### src/rtl/cstl_pkg.sv
package cstl_pkg;

	localparam int TOKEN_BUFFER_DEF = 256;
	localparam int QUEUE_DEPTH_DEF  = 4;

	// token kinds
	localparam logic [2:0] K_IDENT    = 3'd0;
	localparam logic [2:0] K_NUMBER   = 3'd1;
	localparam logic [2:0] K_SYMBOL   = 3'd2;
	localparam logic [2:0] K_NEWLINE  = 3'd3;
	localparam logic [2:0] K_STRING   = 3'd4;
	localparam logic [2:0] K_TOO_LONG = 3'd5;
	localparam logic [2:0] K_EOI      = 3'd6;

	// request types
	localparam logic REQ_CHAR = 1'b0;
	localparam logic REQ_EOI  = 1'b1;

	// characters with a meaning of their own
	localparam logic [7:0] CH_NUL       = 8'h00;
	localparam logic [7:0] CH_TAB       = 8'h09;
	localparam logic [7:0] CH_NEWLINE   = 8'h0A;
	localparam logic [7:0] CH_VTAB      = 8'h0B;
	localparam logic [7:0] CH_FORMFEED  = 8'h0C;
	localparam logic [7:0] CH_CR        = 8'h0D;
	localparam logic [7:0] CH_SPACE     = 8'h20;
	localparam logic [7:0] CH_QUOTE     = 8'h22;
	localparam logic [7:0] CH_STAR      = 8'h2A;
	localparam logic [7:0] CH_SLASH     = 8'h2F;
	localparam logic [7:0] CH_BACKSLASH = 8'h5C;
	localparam logic [7:0] CH_UNDERSCORE = 8'h5F;

	typedef enum logic [3:0] {
		M_INIT          = 4'd0,
		M_IDENT         = 4'd1,
		M_NUMBER        = 4'd2,
		M_SYM           = 4'd3,
		M_NEWLINE       = 4'd4,
		M_SLASH         = 4'd5,
		M_QUOTE         = 4'd6,
		M_QUOTE_ESC     = 4'd7,
		M_LCOMMENT      = 4'd8,
		M_BCOMMENT      = 4'd9,
		M_BCOMMENT_STAR = 4'd10
	} scan_mode_t;

	typedef struct packed {
		logic       req_type;
		logic [7:0] in_byte;
	} in_word_t;

	typedef struct packed {
		logic       char_valid;
		logic [7:0] out_byte;
		logic       token_end;
		logic [2:0] token_kind;
		logic       last;
	} out_word_t;

	// one result without its last flag
	typedef struct packed {
		logic       char_valid;
		logic [7:0] out_byte;
		logic       token_end;
		logic [2:0] token_kind;
	} res_t;

	// everything one source word produces
	typedef struct packed {
		logic has_second;
		res_t first;
		res_t second;
	} entry_t;

	typedef struct packed {
		logic full;
		logic empty;
	} q_stat_t;

	localparam res_t RES_NONE = '{char_valid: 1'b0, out_byte: CH_NUL,
		token_end: 1'b0, token_kind: K_IDENT};

	function automatic res_t res_char(input logic [7:0] ch);
		res_t r;
		r = RES_NONE;
		r.char_valid = 1'b1;
		r.out_byte = ch;
		return r;
	endfunction

	function automatic res_t res_end(input logic [2:0] kind);
		res_t r;
		r = RES_NONE;
		r.token_end = 1'b1;
		r.token_kind = kind;
		return r;
	endfunction

endpackage

### src/rtl/cstl_front.sv
module cstl_front #(
	parameter int TOKEN_BUFFER = cstl_pkg::TOKEN_BUFFER_DEF
) (
	input  logic              clk,
	input  logic              arst_n,
	input  logic              src_valid,
	output logic              src_ready,
	input  cstl_pkg::in_word_t src_word,
	input  cstl_pkg::q_stat_t q_stat,
	output logic              push,
	output cstl_pkg::entry_t  entry
);
	import cstl_pkg::*;

	localparam int LEN_W = $clog2(TOKEN_BUFFER);
	localparam logic [LEN_W-1:0] TOKEN_LIMIT = LEN_W'(TOKEN_BUFFER - 2);

	scan_mode_t       mode_q, mode_d;
	logic [LEN_W-1:0] len_q, len_d;

	logic [7:0]       b;
	logic             accept;
	logic             is_alpha, is_digit, is_blank, is_ident;
	logic             open_tok, too_long;
	scan_mode_t       fresh_mode;
	logic             fresh_emit, fresh_one;
	logic             do_fresh;
	res_t             r0, r1;
	logic             r0_valid, r1_valid;

	assign b = src_word.in_byte;
	assign src_ready = !q_stat.full;
	assign accept = src_valid && src_ready;

	assign is_alpha = (b >= 8'h61 && b <= 8'h7A) || (b >= 8'h41 && b <= 8'h5A);
	assign is_digit = b >= 8'h30 && b <= 8'h39;
	assign is_blank = b == CH_SPACE || b == CH_TAB || b == CH_VTAB ||
		b == CH_FORMFEED || b == CH_CR;
	assign is_ident = is_alpha || is_digit || b == CH_UNDERSCORE;

	assign open_tok = mode_q >= M_IDENT && mode_q <= M_QUOTE_ESC;
	assign too_long = open_tok && len_q >= TOKEN_LIMIT;

	// what the byte does when it arrives between tokens
	always_comb begin
		fresh_emit = 1'b0;
		fresh_one = 1'b0;
		if (is_blank) begin
			fresh_mode = M_INIT;
		end else if (b == CH_NEWLINE) begin
			fresh_mode = M_NEWLINE;
			fresh_emit = 1'b1;
		end else if (is_alpha || b == CH_UNDERSCORE) begin
			fresh_mode = M_IDENT;
			fresh_emit = 1'b1;
		end else if (is_digit) begin
			fresh_mode = M_NUMBER;
			fresh_emit = 1'b1;
		end else if (b == CH_SLASH) begin
			fresh_mode = M_SLASH;
			fresh_one = 1'b1;
		end else if (b == CH_QUOTE) begin
			fresh_mode = M_QUOTE;
		end else begin
			fresh_mode = M_SYM;
			fresh_emit = 1'b1;
		end
	end

	always_comb begin
		mode_d = mode_q;
		len_d = len_q;
		r0 = RES_NONE;
		r0_valid = 1'b0;
		r1 = RES_NONE;
		r1_valid = 1'b0;
		do_fresh = 1'b0;
		if (src_word.req_type == REQ_EOI) begin
			r0 = res_end(K_EOI);
			r0_valid = 1'b1;
			mode_d = M_INIT;
			len_d = '0;
		end else if (b != CH_NUL) begin
			if (too_long) begin
				r0 = res_end(K_TOO_LONG);
				r0_valid = 1'b1;
				do_fresh = 1'b1;
			end else begin
				case (mode_q)
					M_IDENT: begin
						if (is_ident) begin
							r0 = res_char(b);
							r0_valid = 1'b1;
							len_d = len_q + 1'b1;
						end else begin
							r0 = res_end(K_IDENT);
							r0_valid = 1'b1;
							do_fresh = 1'b1;
						end
					end
					M_NUMBER: begin
						if (is_digit) begin
							r0 = res_char(b);
							r0_valid = 1'b1;
							len_d = len_q + 1'b1;
						end else begin
							r0 = res_end(K_NUMBER);
							r0_valid = 1'b1;
							do_fresh = 1'b1;
						end
					end
					M_SYM: begin
						r0 = res_end(K_SYMBOL);
						r0_valid = 1'b1;
						do_fresh = 1'b1;
					end
					M_NEWLINE: begin
						r0 = res_end(K_NEWLINE);
						r0_valid = 1'b1;
						do_fresh = 1'b1;
					end
					M_SLASH: begin
						if (b == CH_SLASH) begin
							mode_d = M_LCOMMENT;
							len_d = '0;
						end else if (b == CH_STAR) begin
							mode_d = M_BCOMMENT;
							len_d = '0;
						end else begin
							// lone slash: character and symbol close in one word
							r0 = res_char(CH_SLASH);
							r0.token_end = 1'b1;
							r0.token_kind = K_SYMBOL;
							r0_valid = 1'b1;
							do_fresh = 1'b1;
						end
					end
					M_QUOTE: begin
						if (b == CH_QUOTE) begin
							r0 = res_end(K_STRING);
							r0_valid = 1'b1;
							mode_d = M_INIT;
							len_d = '0;
						end else begin
							r0 = res_char(b);
							r0_valid = 1'b1;
							len_d = len_q + 1'b1;
							if (b == CH_BACKSLASH)
								mode_d = M_QUOTE_ESC;
						end
					end
					M_QUOTE_ESC: begin
						r0 = res_char(b);
						r0_valid = 1'b1;
						len_d = len_q + 1'b1;
						mode_d = M_QUOTE;
					end
					M_LCOMMENT: begin
						if (b == CH_NEWLINE)
							mode_d = M_INIT;
					end
					M_BCOMMENT: begin
						if (b == CH_STAR)
							mode_d = M_BCOMMENT_STAR;
					end
					M_BCOMMENT_STAR: begin
						if (b == CH_SLASH)
							mode_d = M_INIT;
						else if (b != CH_STAR)
							mode_d = M_BCOMMENT;
					end
					default: begin
						do_fresh = 1'b1;
					end
				endcase
			end
			if (do_fresh) begin
				mode_d = fresh_mode;
				len_d = (fresh_emit || fresh_one) ? LEN_W'(1) : '0;
				if (fresh_emit) begin
					if (r0_valid) begin
						r1 = res_char(b);
						r1_valid = 1'b1;
					end else begin
						r0 = res_char(b);
						r0_valid = 1'b1;
					end
				end
			end
		end
	end

	always_ff @(posedge clk or negedge arst_n) begin
		if (!arst_n) begin
			mode_q <= M_INIT;
			len_q <= '0;
		end else if (accept) begin
			mode_q <= mode_d;
			len_q <= len_d;
		end
	end

	assign push = accept && r0_valid;
	assign entry = '{has_second: r1_valid, first: r0, second: r1};

endmodule

### src/rtl/cstl_queue.sv
module cstl_queue #(
	parameter int QUEUE_DEPTH = cstl_pkg::QUEUE_DEPTH_DEF
) (
	input  logic              clk,
	input  logic              arst_n,
	input  logic              push,
	input  cstl_pkg::entry_t  wr_entry,
	input  logic              pop,
	output cstl_pkg::entry_t  rd_entry,
	output cstl_pkg::q_stat_t q_stat
);
	import cstl_pkg::*;

	localparam int PTR_W = $clog2(QUEUE_DEPTH);
	localparam int CNT_W = $clog2(QUEUE_DEPTH + 1);
	localparam logic [PTR_W-1:0] PTR_LAST = PTR_W'(QUEUE_DEPTH - 1);
	localparam logic [CNT_W-1:0] CNT_FULL = CNT_W'(QUEUE_DEPTH);

	entry_t           slots_q [QUEUE_DEPTH];
	logic [PTR_W-1:0] wr_ptr_q, rd_ptr_q;
	logic [CNT_W-1:0] count_q;
	logic             do_push, do_pop;

	assign q_stat.full = count_q == CNT_FULL;
	assign q_stat.empty = count_q == '0;
	assign do_push = push && !q_stat.full;
	assign do_pop = pop && !q_stat.empty;
	assign rd_entry = slots_q[rd_ptr_q];

	always_ff @(posedge clk) begin
		if (do_push)
			slots_q[wr_ptr_q] <= wr_entry;
	end

	always_ff @(posedge clk or negedge arst_n) begin
		if (!arst_n) begin
			wr_ptr_q <= '0;
			rd_ptr_q <= '0;
			count_q <= '0;
		end else begin
			if (do_push)
				wr_ptr_q <= (wr_ptr_q == PTR_LAST) ? '0 : wr_ptr_q + 1'b1;
			if (do_pop)
				rd_ptr_q <= (rd_ptr_q == PTR_LAST) ? '0 : rd_ptr_q + 1'b1;
			if (do_push && !do_pop)
				count_q <= count_q + 1'b1;
			else if (do_pop && !do_push)
				count_q <= count_q - 1'b1;
		end
	end

endmodule

### src/rtl/cstl_back.sv
module cstl_back (
	input  logic               clk,
	input  logic               arst_n,
	input  cstl_pkg::q_stat_t  q_stat,
	input  cstl_pkg::entry_t   rd_entry,
	output logic               pop,
	output logic               tok_valid,
	input  logic               tok_ready,
	output cstl_pkg::out_word_t tok_word
);
	import cstl_pkg::*;

	out_word_t tok_word_q, pend_q;
	logic      tok_valid_q, pend_valid_q;
	logic      load;

	function automatic out_word_t with_last(input res_t r, input logic lst);
		out_word_t w;
		w.char_valid = r.char_valid;
		w.out_byte = r.out_byte;
		w.token_end = r.token_end;
		w.token_kind = r.token_kind;
		w.last = lst;
		return w;
	endfunction

	// output register can take a new word
	assign load = !tok_valid_q || tok_ready;
	assign pop = load && !pend_valid_q && !q_stat.empty;

	always_ff @(posedge clk) begin
		if (load) begin
			if (pend_valid_q) begin
				tok_word_q <= pend_q;
			end else if (!q_stat.empty) begin
				tok_word_q <= with_last(rd_entry.first, !rd_entry.has_second);
				pend_q <= with_last(rd_entry.second, 1'b1);
			end
		end
	end

	always_ff @(posedge clk or negedge arst_n) begin
		if (!arst_n) begin
			tok_valid_q <= 1'b0;
			pend_valid_q <= 1'b0;
		end else if (load) begin
			if (pend_valid_q) begin
				tok_valid_q <= 1'b1;
				pend_valid_q <= 1'b0;
			end else begin
				tok_valid_q <= !q_stat.empty;
				pend_valid_q <= !q_stat.empty && rd_entry.has_second;
			end
		end
	end

	assign tok_valid = tok_valid_q;
	assign tok_word = tok_word_q;

endmodule

### src/rtl/c_source_token_lexer.sv
// Streaming C source tokenizer. Source bytes enter on src at up to one word per cycle, and
// token text leaves on tok one character per word, with a closing word carrying the token
// kind. The scanner in front decides each byte's results in the cycle it is accepted and
// writes them into a QUEUE_DEPTH-entry queue; the back end drains that queue through an
// output register, which a result reaches through a queue slot. A byte that yields one
// result costs one output word, one that closes one token and starts another costs two,
// and bytes that yield nothing (blanks between tokens, comments, an opening quote, NUL)
// cost none; the output port, one word per cycle while tok_ready is high, sets the rate.
module c_source_token_lexer #(
	parameter int TOKEN_BUFFER = cstl_pkg::TOKEN_BUFFER_DEF,
	parameter int QUEUE_DEPTH  = cstl_pkg::QUEUE_DEPTH_DEF
) (
	input  logic                clk,
	input  logic                arst_n,
	input  logic                src_valid,
	output logic                src_ready,
	input  cstl_pkg::in_word_t  src_word,
	output logic                tok_valid,
	input  logic                tok_ready,
	output cstl_pkg::out_word_t tok_word
);
	import cstl_pkg::*;

	q_stat_t q_stat;
	entry_t  wr_entry, rd_entry;
	logic    push, pop;

	cstl_front #(
		.TOKEN_BUFFER(TOKEN_BUFFER)
	) u_front (
		.clk      (clk),
		.arst_n   (arst_n),
		.src_valid(src_valid),
		.src_ready(src_ready),
		.src_word (src_word),
		.q_stat   (q_stat),
		.push     (push),
		.entry    (wr_entry)
	);

	cstl_queue #(
		.QUEUE_DEPTH(QUEUE_DEPTH)
	) u_queue (
		.clk     (clk),
		.arst_n  (arst_n),
		.push    (push),
		.wr_entry(wr_entry),
		.pop     (pop),
		.rd_entry(rd_entry),
		.q_stat  (q_stat)
	);

	cstl_back u_back (
		.clk      (clk),
		.arst_n   (arst_n),
		.q_stat   (q_stat),
		.rd_entry (rd_entry),
		.pop      (pop),
		.tok_valid(tok_valid),
		.tok_ready(tok_ready),
		.tok_word (tok_word)
	);

`ifndef SYNTHESIS
	// every word carries a character or closes a token
	a_word_not_empty: assert property (@(posedge clk) disable iff (!arst_n)
		tok_valid |-> (tok_word.char_valid || tok_word.token_end))
		else $error("empty result word");

	// only the lone slash carries a character and a close together
	a_lone_slash: assert property (@(posedge clk) disable iff (!arst_n)
		tok_valid && tok_word.char_valid && tok_word.token_end |->
		(tok_word.token_kind == K_SYMBOL && tok_word.out_byte == CH_SLASH))
		else $error("character with close is not a lone slash");

	// end of input is always a single, final word
	a_eoi_last: assert property (@(posedge clk) disable iff (!arst_n)
		tok_valid && tok_word.token_end && tok_word.token_kind == K_EOI |->
		(tok_word.last && !tok_word.char_valid))
		else $error("end of input word malformed");

	// no push may be dropped by a full queue
	a_no_overflow: assert property (@(posedge clk) disable iff (!arst_n)
		push |-> !q_stat.full)
		else $error("push into full queue");
`endif

endmodule
### config.mk
export PLATFORM = sky130hd
export DESIGN_NAME = c_source_token_lexer
export DESIGN_NICKNAME = d
export VERILOG_FILES = /design/src/rtl/cstl_pkg.sv /design/src/rtl/cstl_front.sv /design/src/rtl/cstl_queue.sv /design/src/rtl/cstl_back.sv /design/src/rtl/c_source_token_lexer.sv
export SDC_FILE = /design/constraint.sdc
export NUM_CORES = 1
export LEC_CHECK = 0
export BUFFER_PORTS_ARGS = -buffer_cell sky130_fd_sc_hd__buf_2
export CORE_MARGIN = 4
export CORE_UTILIZATION = 61
export CTS_BUF_LIST = sky130_fd_sc_hd__clkbuf_16
export DETAILED_ROUTE_END_ITERATION = 7
export GPL_ROUTABILITY_DRIVEN = 0
export PLACE_DENSITY = 0.79
export SLEW_MARGIN = 20
export SYNTH_ARGS = -nofsm -noshare
export SYNTH_HDL_FRONTEND = slang
export SYNTH_SLANG_ARGS = --single-unit
### constraint.sdc
create_clock -name clk -period 4.1 [get_ports clk]
set_input_delay 0.82 -clock clk [delete_from_list [all_inputs] [get_ports clk]]
set_output_delay 0.82 -clock clk [all_outputs]
set_load 0.005 [all_outputs]
==> results of run 1 <==
==> sequential cells by signal (all words and copies together) (netlist names) <==
register / cells
u_queue.wr_ptr_q: 2
u_queue.rd_ptr_q: 2
u_back.pend_q: 9
u_queue.count_q: 3
u_back.tok_valid: 1
u_queue.slots_q: 88
u_back.pend_valid_q: 1
u_front.len_q: 8
u_back.tok_word: 14
u_front.mode_q: 4
==> worst max-delay path by stage <==
stage                         endpoint
global route        u_queue.count_q[2]
CTS                 u_queue.count_q[2]
detailed placement  u_queue.count_q[2]
global placement    u_queue.count_q[2]
floorplan           u_queue.count_q[2]
finish              u_queue.count_q[2]
==> cell usage in the layout, fill, tap and decap left out, types with 3 or more instances in the layout <==
master and count:
a41o_1 4, nor3b_1 3, nand2_1 19, ha_1 8
xor2_1 4, clkinvlp_4 3, nand4_1 4, o21ai_1 3
or3_1 6, a21oi_1 13, nor2b_1 10, nor4_1 3
buf_4 10, nand3_1 18, nand2b_1 7, nor3_1 18
or2_2 3, dfrtp_1 20, clkbuf_16 17, or4_1 6
o22ai_1 5, buf_2 28, edfxtp_1 111, o21ai_0 12
and3_1 5, nor2_1 28, and2_1 8, mux4_2 22
o211ai_1 9, inv_1 20, a31o_1 4, mux2_2 13
bufinv_16 4
==> cell families (layout without fill, tap and decap cells) <==
group           Yosys count  count (layout)  share of synthesized area
compound gates           84              84                      0.106
xor+xnor                  5               5                    0.00682
fa+ha+maj                 9               9                     0.0187
buf+inv                  46              89                     0.0294
flops                   132             132                      0.601
mux                      38              38                      0.106
simple gates            153             153                      0.131
==> power by group through the flow <==
stage / sequential (mW) / combinational [mW] / clock (mW)
CTS: 2.28 / 1.62 / 1.59
floorplan: 2.12 / 1.24 / 0
global placement: 2.25 / 1.52 / 0
finish: 2.28 / 1.61 / 1.56
global route: 2.32 / 1.76 / 1.64
detailed placement: 2.29 / 1.57 / 0
==> layout make-up <==
class                   count  area (µm²)  area share
well taps                 136         170      0.0233
repair buffers             38         215      0.0294
inverters                  19        71.3     0.00975
multi-input cells         289        2380       0.326
flip-flops and latches    132        3860       0.528
clock buffers              17         425      0.0582
clock inverters            15         190      0.0260
==> per-layer routing <==
layer	vias up	global-route usage	part of all wire
met1	2058	0.302	0.38
met2	184	0.424	0.53
met5	-	0	0
met4	0	0.0985	0.030
li1	1890	-	-
met3	34	0.0422	0.060
==> worst reg2reg max path: stages, from the launching register on <==
cell	delay (ns)
dfrtp_1	0.41
inv_1	0.11
ha_1	0.15
nor2_1	0.05
or4_1	0.47
o211ai_1	0.43
o21ai_2	0.14
a31oi_4	0.30
ha_1	0.24
inv_1	0.07
fa_1	0.38
xor2_1	0.15
nor2_1	0.14
xor2_1	0.18
==> results.py, run 1 <==
metrics = {
    "cells_and_area": {
        "syn_to_final_growth_pct": 14.0,
        "fillers": 676,
        "fin_util": 0.712,
        "fin_cells": 646,
        "antenna_cells": 0,
        "drive_gt1_frac": 0.245,
        "final_nets": 519,
        "final_cell_area_mm2": 0.00731,
    },
    "route": {
        "vias": 4166,
        "wl_per_cell_um": 22.1,
        "drc": 0,
        "ant_nets": 0,
        "wl_mm": 14.2,
        "routed_via_density": 6.45,
        "first_pass_iters": 5,
        "drt_iter0_drc": 365,
    },
    "sta": {
        "clock_skew_ns": 0.00923,
        "fin_crit_sh": 0.828,
        "slew_headroom": 0.451,
        "maxSlewViolCount": 0,
        "tightest_slew_ns": 0.815,
        "tns_ns": 0,
        "timing.final.ws_setup_ns": 0.705,
        "finalCriticalPeriod_ns": 3.39,
        "setup_viol": 0,
        "fmax_ghz": 0.295,
        "hold_ws_ns": 0.361,
        "rsz0062_at_grt": "false",
        "hold_violations": 0,
    },
    "min_path": {
        "min_path_type": "input pin to asynchronous set/reset pin",
    },
    "clock_tree": {
        "cts_buffers": 17,
        "cts_resized": 0,
        "clkSinkCount": 132,
        "cts_root_buffer": "clkbuf_16",
        "hold_buffers": 0,
        "clkLatencyLatePin_ns": 0.41,
        "cts_setup_buffers": 0,
        "cts_tree": "yes",
        "clkTransAtPathRegs_ns": 0.05,
        "clockBufferDepth": 2,
        "h-tree-depth": 4,
    },
    "floorplan": {
        "core_area_mm2": 0.0103,
        "ios": 29,
        "dieHeight_um": 111,
        "die-width_um": 111,
        "start_util": 0.624,
        "core.rowCount": 37,
        "die_area_mm2": 0.0122,
    },
    "pwr": {
        "combPwrFrac": 0.295,
        "vdd_ir_drop_max_mv": 0.370,
        "pwr-share-seq": 0.418,
        "p_leak_nw": 2.58,
        "clkPwrFrac": 0.287,
        "swShare": 0.314,
        "power_density_mw_per_mm2": 744,
        "p_switching_mw": 1.71,
        "internal-power_mw": 3.73,
        "total_power_mw": 5.44,
    },
    "grt": {
        "track_usage": 0.243,
        "grt_overflow": 0,
        "grt_pass1_vias": 4323,
        "grt_pass1_wl_mm": 23.1,
        "grt_max_degree": 23,
        "antenna_found_initial": 0,
    },
    "synthesis": {
        "syn_inst": 467,
        "yosysMostFrequentCell": "edfxtp_1",
        "synth-seq-cells": 132,
        "synth_commonest_cells": "edfxtp_1 (111), nor2_1 (28), mux4_2 (22), dfrtp_1 (21)",
        "syn-cell-area_mm2": 0.00642,
        "ys_seq_area_frac": 0.601,
        "syn_nets": 489,
        "synth_top_area_share": 0.519,
        "avgSynthCellArea_um2": 13.7,
        "ys_top_cells_by_area": "edfxtp_1 (52%), dfrtp_1 (8.2%), mux4_2 (7.7%), mux2_2 (2.3%), nor2_1 (1.6%)",
        "yosys.area.top_type": "edfxtp_1",
        "synth-async-reset-ratio": 0.159,
        "synth_edf_count": 111,
        "ys_types": 80,
        "yosysWarnings": 0,
        "synth_flop_cell": "edfxtp_1",
    },
    "critical_path": {
        "crit_chain": "buf_2 > or4_4 > o211a_4 > a211oi_4 > o21ai_2 > a31oi_4 > ha_1 > inv_1 > fa_1 > xor2_1 > nor2_1 > xor2_1",
        "crit_buf_inv": 2,
        "cp-start-kind": "input pin",
        "reg2regPathDepth": 13,
        "cpMaxStageDelayCell": "or4_4",
        "startpoint": "src_word[1]",
        "crit_family": "compound AO/OA/AOI/OAI gates",
        "end_kind": "flop",
        "crit_top_cell": "xor2_1",
        "slowest_delay_ns": 0.60,
        "path_depth": 12,
        "critical_path_class": "input pin to flop",
        "cp_max_fo": 17,
        "cp_data_required_time_ns": 4.42,
        "cp.arrival_ns": 3.72,
        "worstReg2RegStart": "u_front.len_q[0]",
        "r2r_end": "u_queue.count_q[2]",
        "ff2ff_setup_slack_ns": 0.79,
    },
    "placed_design": {
        "preCtsSetupSlack_ns": 0.370,
        "dpl_cell_area_mm2": 0.00670,
        "post-dp-hpwl_mm": 8.94,
        "portBuffers": 28,
        "dpl.cell_count": 614,
    },
    "status": {
        "outcome": "complete, no violations",
    },
    "job": {
        "maxCapViolCount": 0,
    },
}
Power figures use the tool's default switching activity.
==> run 2: changes to the inputs <==
- clock period: 4.1 -> 3.5 ns (I/O delays scaled with it)
==> results.py, run 2 (same netlist as run 1, synthesis figures left out) <==
metrics = {
    "cells_and_area": {
        "largest_reg_flops": 88,
        "fillers": 650,
        "top_register": "u_queue.slots_q",
        "antenna_cells": 0,
        "layout_commonest_cell": "edfxtp_1",
        "final_nets": 531,
        "fin_cells": 658,
        "layout_common_cells": "edfxtp_1 (111), nor2_1 (28), buf_2 (28), mux4_2 (22), dfrtp_1 (21)",
        "drive_gt1_frac": 0.262,
        "syn_to_final_growth_pct": 15.7,
    },
    "critical_path": {
        "cp-start-kind": "input pin",
        "critical_path_class": "input pin to flop",
        "end_kind": "flop",
        "crit_top_cell": "xor2_1",
        "cp_data_required_time_ns": 3.83,
        "reg2regPathDepth": 13,
        "slowest_delay_ns": 0.57,
        "crit_chain": "buf_2 > or4_4 > o211a_4 > a211oi_4 > o21ai_2 > a31oi_4 > ha_1 > inv_1 > fa_1 > xor2_1 > nor2_1 > xor2_1",
        "cpMaxStageDelayCell": "or4_4",
        "cp.arrival_ns": 3.31,
        "cp_max_fo": 11,
        "path_depth": 12,
        "crit_buf_inv": 2,
        "crit_family": "compound AO/OA/AOI/OAI gates",
    },
    "placed_design": {
        "preCtsSetupSlack_ns": 0.0929,
        "dpl.cell_count": 626,
        "portBuffers": 28,
        "post-dp-hpwl_mm": 9.50,
    },
    "clock_tree": {
        "clkTransAtPathRegs_ns": 0.06,
        "cts_tree": "yes",
        "h-tree-depth": 4,
        "cts_resized": 0,
        "clockBufferDepth": 2,
        "clkSinkCount": 132,
        "cts_setup_buffers": 0,
        "cts_buffers": 17,
        "cts_root_buffer": "clkbuf_16",
        "clkLatencyLatePin_ns": 0.41,
        "hold_buffers": 0,
    },
    "min_path": {
        "min_path_type": "input pin to asynchronous set/reset pin",
    },
    "pwr": {
        "p_leak_nw": 2.65,
        "power_density_mw_per_mm2": 864,
        "vdd_ir_drop_max_mv": 0.442,
        "total_power_mw": 6.42,
    },
    "floorplan": {
        "die_area_mm2": 0.0122,
        "ios": 29,
        "core.rowCount": 37,
        "dieHeight_um": 111,
        "die-width_um": 111,
        "core_area_mm2": 0.0103,
        "start_util": 0.624,
    },
    "grt": {
        "grt_pass1_wl_mm": 24.3,
        "grt_pass1_vias": 4362,
        "grt_overflow": 0,
        "track_usage": 0.257,
        "antenna_found_initial": 0,
        "grt_max_degree": 26,
    },
    "route": {
        "ant_nets": 0,
        "wl_per_cell_um": 22.5,
        "drc": 0,
        "first_pass_iters": 5,
        "routed_via_density": 6.54,
        "wl_mm": 14.8,
        "vias": 4303,
        "drt_iter0_drc": 425,
    },
    "sta": {
        "finalCriticalPeriod_ns": 2.99,
        "fmax_ghz": 0.335,
        "maxSlewViolCount": 0,
        "hold_violations": 0,
        "setup_viol": 0,
        "tns_ns": 0,
        "fin_crit_sh": 0.853,
        "clock_skew_ns": 0.00725,
        "rsz0062_at_grt": "false",
        "timing.final.ws_setup_ns": 0.514,
        "tightest_slew_ns": 0.851,
        "slew_headroom": 0.432,
    },
    "job": {
        "maxCapViolCount": 0,
    },
    "status": {
        "outcome": "complete, no violations",
    },
}
==> run 2: cell types whose count changed in the layout (fill, tap and decap cells not counted), sizes merged <==
cell      previous run  this run
bufinv               4         3
clkinvlp             3         2
clkinv               6         8
buf                 38        50
==> run 2: per-layer routing <==
metal / vias up / part of all wire / GRT usage / routed length [µm]
li1: 1914 / - / - / -
met1: 2133 / 0.39 / 0.327 / 5800
met2: 225 / 0.52 / 0.439 / 7670
met3: 31 / 0.067 / 0.0515 / 996
met4: 0 / 0.024 / 0.0961 / 360
met5: - / 0 / 0 / 0
==> run 2: through the flow <==
| step | cell area (µm²) | hold slack (ns) | util |
|---|---|---|---|
| floorplan | 6420 | 0.404 | - |
| global placement | 6830 | 0.498 | 0.665 |
| detailed placement | 6830 | 0.519 | 0.665 |
| CTS | 7420 | 0.258 | 0.722 |
| global route | 7430 | 0.283 | 0.723 |
| finish | 7430 | 0.254 | 0.723 |
==> run 2: worst reg2reg max path: cells and delay by family, from the launching register on <==
| kind | cells | cell delay, ns |
|---|---|---|
| AO/OA/AOI/OAI | 3 | 0.62 |
| XOR/XNOR | 2 | 0.31 |
| adder cells (fa/ha/maj) | 3 | 0.73 |
| buffers and inverters | 2 | 0.17 |
| flip-flops | 1 | 0.41 |
| AND/OR/NAND/NOR | 3 | 0.64 |
==> run 2: cell type report <==
type	count	area, µm²	area share
clock buffers	17	425	0.0573
well taps	136	170	0.0229
clock inverters	15	164	0.0221
repair buffers	50	355	0.0479
multi-input cells	289	2380	0.321
inverters	19	71.3	0.00960
flip-flops and latches	132	3860	0.520
==> run 2: power breakdown <==
part	switching, mW	total [mW]	internal (mW)
Clock	0.645	1.76	1.11
Combinational	1.14	2.08	0.938
Sequential	0.258	2.59	2.33
==> run 2: worst paths after layout <==
path,startpoint,end,slack (ns)
worst max register to register,u_front.len_q[0],u_queue.count_q[2],0.54
worst min register to register,u_front.len_q[7],u_front.len_q[7],0.53
worst min-delay path,arst_n,u_queue.rd_ptr_q[1],0.25
min in group clk,u_front.len_q[7],u_front.len_q[7],0.53
max in group asynchronous,arst_n,u_front.len_q[6],2.90
worst max-delay path,src_word[0],u_queue.count_q[2],0.51
